## src/hw/rtl/cc2ab_pkg.sv

```systemverilog
// Shared types and constants of the configuration record to Annex-B converter.
package cc2ab_pkg;

	localparam int unsigned MAX_OUT_SIZE = 1024;
	localparam int OFS_W = $clog2(MAX_OUT_SIZE);
	localparam int SUM_W = 18;
	localparam int SIZE_W = 10;

	localparam logic [4:0] AVC_HDR_LEN  = 5'd6;
	localparam logic [4:0] HEVC_HDR_LEN = 5'd22;
	localparam logic [4:0] ARR_SKIP_LEN = 5'd3;
	localparam logic [4:0] AVC_MIN_LEN  = 5'd8;
	localparam logic [4:0] HEVC_MIN_LEN = 5'd23;
	localparam logic [4:0] CNT_SAT      = 5'd31;
	localparam logic [7:0] AVC_UNITS    = 8'd2;

	localparam logic [7:0] SC_ZERO = 8'h00;
	localparam logic [7:0] SC_ONE  = 8'h01;
	localparam logic [2:0] SC_LEN  = 3'd4;

	typedef enum logic {
		MODE_AVC  = 1'b0,
		MODE_HEVC = 1'b1
	} mode_t;

	typedef enum logic [6:0] {
		PH_HDR   = 7'b0000001,
		PH_COUNT = 7'b0000010,
		PH_ASKIP = 7'b0000100,
		PH_LENHI = 7'b0001000,
		PH_LENLO = 7'b0010000,
		PH_COPY  = 7'b0100000,
		PH_DONE  = 7'b1000000
	} phase_t;

	// Results caused by one input byte.
	typedef struct packed {
		logic              sc;    // four start code beats
		logic              dat;   // one copied data beat
		logic [7:0]        data;
		logic              st;    // status beat
		logic              bad;
		logic [SIZE_W-1:0] size;
	} res_t;

endpackage

```

## src/hw/rtl/codec_config_to_annexb.sv

```systemverilog
// Top level: configuration record to Annex-B byte stream converter.
//
//  channel  dir  handshake          payload
//  s_*      in   s_tvalid/s_tready  tdata[7:0] in_byte, tlast in_last
//  m_*      out  m_tvalid/m_tready  tdata byte/status/size, tuser kind, tlast out_last
//  cfg_*    in   cfg_wen            cfg_wdata format_mode
//
// A skipped byte yields no beat, and beats leave one per cycle while m_tready is high.
// The length-low byte of a unit yields four start code beats, so the next byte
// waits until the output register has drained them and any status beat.
// The output register holds one byte's results and is reloaded as its last beat leaves.
// arst_n clears parser state, the mode register and the output beat flags at once.
// m_tready low holds the current beat and s_tready.
module codec_config_to_annexb import cc2ab_pkg::*; (
	input  logic        clk,
	input  logic        arst_n,
	input  logic        cfg_wen,
	input  logic        cfg_wdata,  // format_mode
	input  logic        s_tvalid,
	output logic        s_tready,
	input  logic [7:0]  s_tdata,    // [7:0] in_byte
	input  logic        s_tlast,
	output logic        m_tvalid,
	input  logic        m_tready,
	output logic [23:0] m_tdata,    // [7:0] out_byte, [8] status, [18:9] total_size, zero above
	output logic        m_tuser,    // [0] kind
	output logic        m_tlast
);

	mode_t             mode_q;
	res_t              nxt;
	logic              take;
	logic              pop;
	logic              single;
	logic [2:0]        sc_cnt_q;
	logic              dat_q;
	logic              st_q;
	logic [7:0]        data_q;
	logic              bad_q;
	logic [SIZE_W-1:0] size_q;
	logic [7:0]        beat_byte;
	logic              beat_status;
	logic [SIZE_W-1:0] beat_size;

	always_ff @(posedge clk or negedge arst_n) begin
		if (!arst_n) begin
			mode_q <= MODE_AVC;
		end else if (cfg_wen) begin
			mode_q <= mode_t'(cfg_wdata);
		end
	end

	cc2ab_parser u_parser (
		.clk     (clk),
		.arst_n  (arst_n),
		.take    (take),
		.in_byte (s_tdata),
		.in_last (s_tlast),
		.mode    (mode_q),
		.res     (nxt)
	);

	assign m_tvalid = (sc_cnt_q != 3'd0) || dat_q || st_q;
	assign single   = ((sc_cnt_q == 3'd1) && !dat_q && !st_q) ||
		((sc_cnt_q == 3'd0) && (dat_q ^ st_q));
	assign pop      = m_tvalid && m_tready;
	assign s_tready = !m_tvalid || (m_tready && single);
	assign take     = s_tvalid && s_tready;

	always_ff @(posedge clk or negedge arst_n) begin
		if (!arst_n) begin
			sc_cnt_q <= '0;
			dat_q    <= 1'b0;
			st_q     <= 1'b0;
		end else if (take) begin
			sc_cnt_q <= nxt.sc ? SC_LEN : 3'd0;
			dat_q    <= nxt.dat;
			st_q     <= nxt.st;
		end else if (pop) begin
			if (sc_cnt_q != 3'd0) begin
				sc_cnt_q <= sc_cnt_q - 3'd1;
			end else if (dat_q) begin
				dat_q <= 1'b0;
			end else begin
				st_q <= 1'b0;
			end
		end
	end

	always_ff @(posedge clk) begin
		if (take) begin
			data_q <= nxt.data;
			bad_q  <= nxt.bad;
			size_q <= nxt.size;
		end
	end

	always_comb begin
		beat_byte   = 8'd0;
		beat_status = 1'b0;
		beat_size   = '0;
		m_tuser     = 1'b0;
		m_tlast     = 1'b0;
		if (sc_cnt_q != 3'd0) begin
			beat_byte = (sc_cnt_q == 3'd1) ? SC_ONE : SC_ZERO;
		end else if (dat_q) begin
			beat_byte = data_q;
		end else if (st_q) begin
			m_tuser     = 1'b1;
			m_tlast     = 1'b1;
			beat_status = bad_q;
			beat_size   = size_q;
		end
	end

	assign m_tdata = {5'd0, beat_size, beat_status, beat_byte};

endmodule

```

## src/hw/rtl/cc2ab_parser.sv

```systemverilog
// Record parser: per-byte state update and result set for one input byte.
module cc2ab_parser import cc2ab_pkg::*; (
	input  logic       clk,
	input  logic       arst_n,
	input  logic       take,
	input  logic [7:0] in_byte,
	input  logic       in_last,
	input  mode_t      mode,
	output res_t       res
);

	phase_t             phase_q, phase_n;
	logic [4:0]         hc_q, hc_n, hc_inc;
	logic [15:0]        len_q, len_n, len_full;
	logic [15:0]        left_q, left_n;
	logic [7:0]         arr_q, arr_n;
	logic [OFS_W-1:0]   ofs_q, ofs_n;
	logic [4:0]         cnt_q, cnt_n;
	logic               err_q, err_n;
	logic               fin;
	logic               bad;
	logic [SUM_W-1:0]   sum;

	always_comb begin
		phase_n  = phase_q;
		hc_n     = hc_q;
		len_n    = len_q;
		left_n   = left_q;
		arr_n    = arr_q;
		ofs_n    = ofs_q;
		err_n    = err_q;
		fin      = 1'b0;
		bad      = 1'b0;
		res      = '0;
		hc_inc   = hc_q + 5'd1;
		cnt_n    = (cnt_q != CNT_SAT) ? cnt_q + 5'd1 : cnt_q;
		len_full = {len_q[15:8], in_byte};
		sum      = SUM_W'(ofs_q) + SUM_W'(4) + SUM_W'(len_full);

		if (!err_q) begin
			case (phase_q)
				PH_HDR: begin
					hc_n = hc_inc;
					if (hc_inc >= ((mode == MODE_HEVC) ? HEVC_HDR_LEN : AVC_HDR_LEN)) begin
						hc_n = '0;
						if (mode == MODE_AVC) begin
							arr_n   = AVC_UNITS;
							phase_n = PH_LENHI;
						end else begin
							phase_n = PH_COUNT;
						end
					end
				end
				PH_COUNT: begin
					if (mode == MODE_AVC) begin
						phase_n = PH_LENHI;
					end else begin
						arr_n   = in_byte;
						hc_n    = '0;
						phase_n = (in_byte == 8'd0) ? PH_DONE : PH_ASKIP;
					end
				end
				PH_ASKIP: begin
					hc_n = hc_inc;
					if (hc_inc >= ARR_SKIP_LEN) begin
						hc_n    = '0;
						phase_n = PH_LENHI;
					end
				end
				PH_LENHI: begin
					len_n   = {in_byte, 8'd0};
					phase_n = PH_LENLO;
				end
				PH_LENLO: begin
					len_n = len_full;
					if (sum >= SUM_W'(MAX_OUT_SIZE)) begin
						err_n = 1'b1;
					end else begin
						res.sc = 1'b1;
						ofs_n  = ofs_q + OFS_W'(4);
						left_n = len_full;
						if (len_full == 16'd0) begin
							fin = 1'b1;
						end else begin
							phase_n = PH_COPY;
						end
					end
				end
				PH_COPY: begin
					res.dat  = 1'b1;
					res.data = in_byte;
					ofs_n    = ofs_q + OFS_W'(1);
					left_n   = left_q - 16'd1;
					if (left_q == 16'd1) begin
						fin = 1'b1;
					end
				end
				default: begin
				end
			endcase
		end

		if (fin) begin
			arr_n = (arr_q != 8'd0) ? arr_q - 8'd1 : arr_q;
			if (arr_n == 8'd0) begin
				phase_n = PH_DONE;
			end else if (mode == MODE_AVC) begin
				phase_n = PH_COUNT;
			end else begin
				hc_n    = '0;
				phase_n = PH_ASKIP;
			end
		end

		if (in_last) begin
			bad = err_n || (phase_n != PH_DONE) ||
				(cnt_n <= ((mode == MODE_HEVC) ? HEVC_MIN_LEN : AVC_MIN_LEN));
			res.st   = 1'b1;
			res.bad  = bad;
			res.size = bad ? '0 : SIZE_W'(ofs_n);
			phase_n  = PH_HDR;
			hc_n     = '0;
			len_n    = '0;
			left_n   = '0;
			arr_n    = '0;
			ofs_n    = '0;
			cnt_n    = '0;
			err_n    = 1'b0;
		end
	end

	always_ff @(posedge clk or negedge arst_n) begin
		if (!arst_n) begin
			phase_q <= PH_HDR;
			hc_q    <= '0;
			len_q   <= '0;
			left_q  <= '0;
			arr_q   <= '0;
			ofs_q   <= '0;
			cnt_q   <= '0;
			err_q   <= 1'b0;
		end else if (take) begin
			phase_q <= phase_n;
			hc_q    <= hc_n;
			len_q   <= len_n;
			left_q  <= left_n;
			arr_q   <= arr_n;
			ofs_q   <= ofs_n;
			cnt_q   <= cnt_n;
			err_q   <= err_n;
		end
	end

endmodule

```

## config.mk

```make
export PLATFORM = sky130hd
export DESIGN_NAME = codec_config_to_annexb
export DESIGN_NICKNAME = d
export VERILOG_FILES = /design/src/hw/rtl/cc2ab_pkg.sv /design/src/hw/rtl/codec_config_to_annexb.sv /design/src/hw/rtl/cc2ab_parser.sv
export SDC_FILE = /design/constraint.sdc
export NUM_CORES = 1
export LEC_CHECK = 0
export BUFFER_PORTS_ARGS = -buffer_cell sky130_fd_sc_hd__buf_2
export CAP_MARGIN = 30
export CORE_ASPECT_RATIO = 1.5
export CORE_MARGIN = 2
export CORE_UTILIZATION = 40
export CTS_CLUSTER_DIAMETER = 100
export DETAILED_ROUTE_END_ITERATION = 12
export GPL_TIMING_DRIVEN = 1
export PLACE_DENSITY_LB_ADDON = 0.2
export SLEW_MARGIN = 20
export SYNTH_ARGS = -nofsm -noshare
export SYNTH_HDL_FRONTEND = slang
export SYNTH_SLANG_ARGS = --single-unit
```

## constraint.sdc

```tcl
create_clock -name clk -period 5.1 [get_ports clk]
set_input_delay 1.02 -clock clk [delete_from_list [all_inputs] [get_ports clk]]
set_output_delay 1.02 -clock clk [all_outputs]
set_load 0.005 [all_outputs]
```

==> impl_metrics.py <==
metrics = {
    "status": {
        "status": "finished clean",
    },
    "worst_setup_path": {
        "cp_num_buf_inv": 0,
        "critical_path.cell_chain": "ha_1, and3_1, and3_1, and3_1, ha_1, a21oi_1, o21ai_0, a21oi_1, nor3b_1, o2111ai_1, nor3_2, a21oi_1, o31a_1, a211oi_2",
        "start_kind": "register",
        "critPathSlowestCell": "nor3_2",
        "slowest_delay_ps": 520,
        "r2r_slack_ps": 700,
        "cp-end-kind": "register",
        "crit_fanout": 8,
        "path_class": "reg2reg",
        "arrival_ps": 4580,
        "critical_path.top_delay_family": "simple AND/OR/NAND/NOR gates",
        "crit_required_ps": 5280,
    },
    "route": {
        "dr_wl_met3_um": 703,
        "vias": 5842,
        "wl_met1_um": 8070,
        "via_per_inst": 5.96,
        "drc_errors": 0,
        "wl_per_cell_um": 19.3,
        "dr_wl_met2_um": 9520,
        "drt_wl_total_um": 18900,
        "detail-route-antenna-nets": 0,
        "dr.pass1.iters": 5,
        "drtIter0Drc": 394,
        "maxUsedRoutingLayer": "met4",
    },
    "global_route": {
        "grt_pass1_vias": 5662,
        "grt_max_degree": 38,
        "antenna_found_initial": 0,
        "track_usage": 0.232,
        "overflow": 0,
        "grt_pass1_wl_um": 30500,
    },
    "logic_synthesis": {
        "synth_top_area_cell": "dfrtp_1",
        "synthTopCellsByArea": "dfrtp_1 (26%), edfxtp_1 (9.1%), o21ai_0 (6.9%)",
        "synth-edff-count": 19,
        "ys_types": 80,
        "synthCells": 752,
        "ys_dominant_reg_cell": "dfrtp_1",
        "netlist.area_leader.share": 0.260,
        "async_flop_share": 0.776,
        "synth.avg_cell_area_sq_um": 8.33,
        "synth-seq-cells": 85,
        "synth-seq-area-share": 0.355,
        "syn_area_sq_um": 6260,
        "yosysWarningCount": 0,
    },
    "layout": {
        "final_common_cell": "o21ai_0",
        "mostFrequentLayoutCells": "o21ai_0 (86), nand2_1 (85), dfrtp_1 (65)",
        "layout.nets": 819,
        "final_area_sq_um": 6890,
        "area.growth.synth_to_final_pct": 10.1,
        "drive_above_1_share": 0.122,
        "final_cells": 981,
    },
    "power": {
        "powerDensity_nw_per_um2": 422,
        "p_leak_nw": 2.99,
        "peakVddDrop_mv": 0.162,
    },
    "clocking": {
        "clk_latency_ps": 350,
        "cts.sinks": 85,
        "h-tree-depth": 3,
        "clkTransAtPathRegs_ps": 80,
        "clockBufferDepth": 2,
        "post_cts_resize_count": 0,
        "hold_buffers": 0,
        "cts_setup_buffers": 0,
        "cts_tree": "built",
        "numCtsBuffers": 9,
        "cts_root_buf": "clkbuf_16",
    },
    "flow_run": {
        "maxCapViolations": 0,
    },
    "timing": {
        "fmax_mhz": 227,
        "final-max-slew-violation-count": 0,
        "setup_viol": 0,
        "worst_pin_slew_ps": 756,
        "period_needed_ps": 4400,
        "rsz0062_at_grt": "no",
        "fin_crit_sh": 0.863,
        "finClkSkew_ps": 8.86,
        "hold_violations": 0,
        "slew_headroom": 0.494,
        "fin_setup_tns_ps": 0,
    },
    "min_path": {
        "hold_path_class": "reg2reg",
    },
    "die": {
        "die_y_um": 157,
        "die_width_um": 106,
        "fp-row-count": 56,
        "dieArea_sq_um": 16700,
        "io_pins": 43,
        "coreArea_sq_um": 15500,
        "start_util": 0.404,
    },
    "place": {
        "dp_hpwl_um": 13700,
        "port_buffers": 37,
        "dp.cells": 963,
        "post_dp_cell_area_sq_um": 6580,
        "place_congestion": 0.908,
    },
}
Yosys cell counts, types with 3 or more instances:
| master | number |
|---|---|
| a211oi_2 | 3 |
| a21o_1 | 11 |
| a21oi_1 | 56 |
| a22o_1 | 6 |
| a22oi_1 | 8 |
| a31oi_1 | 13 |
| a32o_1 | 3 |
| and2_1 | 11 |
| and3_1 | 27 |
| buf_2 | 4 |
| buf_4 | 7 |
| clkbuf_1 | 25 |
| dfrtp_1 | 65 |
| edfxtp_1 | 19 |
| ha_1 | 31 |
| inv_1 | 22 |
| mux2_2 | 4 |
| nand2_1 | 85 |
| nand2b_1 | 11 |
| nand3_1 | 22 |
| nand4_1 | 5 |
| nor2_1 | 62 |
| nor2b_1 | 7 |
| nor3_1 | 26 |
| nor3_2 | 3 |
| nor3b_1 | 8 |
| nor4_1 | 12 |
| o2111ai_1 | 3 |
| o211ai_1 | 5 |
| o21a_1 | 6 |
| o21ai_0 | 86 |
| o21ai_1 | 6 |
| o22ai_1 | 3 |
| o31a_1 | 3 |
| o31ai_1 | 4 |
| or2_2 | 5 |
| or3_1 | 8 |
| or4_1 | 3 |
| xnor2_1 | 8 |
| xor2_1 | 9 |
layer usage:
layer	up-vias	GRT usage
met5	-	0
met4	0	0.0902
met3	38	0.0302
met2	163	0.413
met1	2848	0.284
li1	2793	-
cell type report:
cell class,instances,area (sq um)
Fill cell,1568,8590
Multi-Input combinational cell,611,3790
Sequential cell,85,2220
Tap cell,203,254
Timing Repair Buffer,43,243
Clock buffer,9,225
Inverter,22,82.6
Clock inverter,7,71.3
Antenna cell,1,2.50
kinds of logic after synthesis:
family	count (synthesis)	share of synthesized area
adder cells (fa/ha/maj)	32	0.0651
multiplexers	5	0.00879
XOR/XNOR	17	0.0238
flip-flops	85	0.355
other	1	0.000599
AO/OA/AOI/OAI	242	0.247
buffers and inverters	60	0.0422
AND/OR/NAND/NOR	310	0.257
state kept, by name, indices dropped and copies added, names as in the netlist:
signal / cells
u_parser.left_q: 16
size_q: 10
u_parser.ofs_q: 10
data_q: 8
u_parser.arr_q: 8
u_parser.len_q: 8
u_parser.phase_q: 7
u_parser.cnt_q: 5
u_parser.hc_q: 5
sc_cnt_q: 3
bad_q: 1
dat_q: 1
mode_q: 1
st_q: 1
u_parser.err_q: 1
tightest hold or removal path, cell delays in order, from the launching register on:
cell and delay, ps:
dfrtp_1 360, nand2_1 50, o21ai_0 60
power by group:
part	switching [W]	internal (W)	total (W)	leakage, nW
sequential	0.000215	0.000863	0.00108	1.05
combinational	0.000729	0.000429	0.00116	1.79
clock	0.000327	0.000348	0.000675	0.148
per-stage QoR:
| stage | power [W] | util | setup WS [ps] | hold WS (ps) |
|---|---|---|---|---|
| finish | 0.00291 | 0.445 | 696 | 505 |
| global placement | 0.00225 | 0.424 | 773 | 470 |
| floorplan | 0.00190 | - | 1400 | 450 |
| CTS | 0.00296 | 0.444 | 713 | 504 |
| global route | 0.00314 | 0.445 | 361 | 543 |
| detailed placement | 0.00228 | 0.425 | 747 | 486 |
worst paths after layout:
kind,depth (start not counted),from,end
max,14,u_parser.ofs_q[2]$_DFFE_PN0P_,size_q[7]$_SDFFCE_PP0P_
min in group asynchronous,1,arst_n,u_parser.len_q[10]$_DFFE_PN0P_
max in group asynchronous,2,arst_n,u_parser.arr_q[2]$_DFFE_PN0P_
max reg2reg,14,u_parser.ofs_q[2]$_DFFE_PN0P_,size_q[7]$_SDFFCE_PP0P_
min reg2reg,2,sc_cnt_q[1]$_DFFE_PN0P_,sc_cnt_q[1]$_DFFE_PN0P_
min,2,sc_cnt_q[1]$_DFFE_PN0P_,sc_cnt_q[1]$_DFFE_PN0P_
No activity file was read; power rests on OpenSTA's default activity.
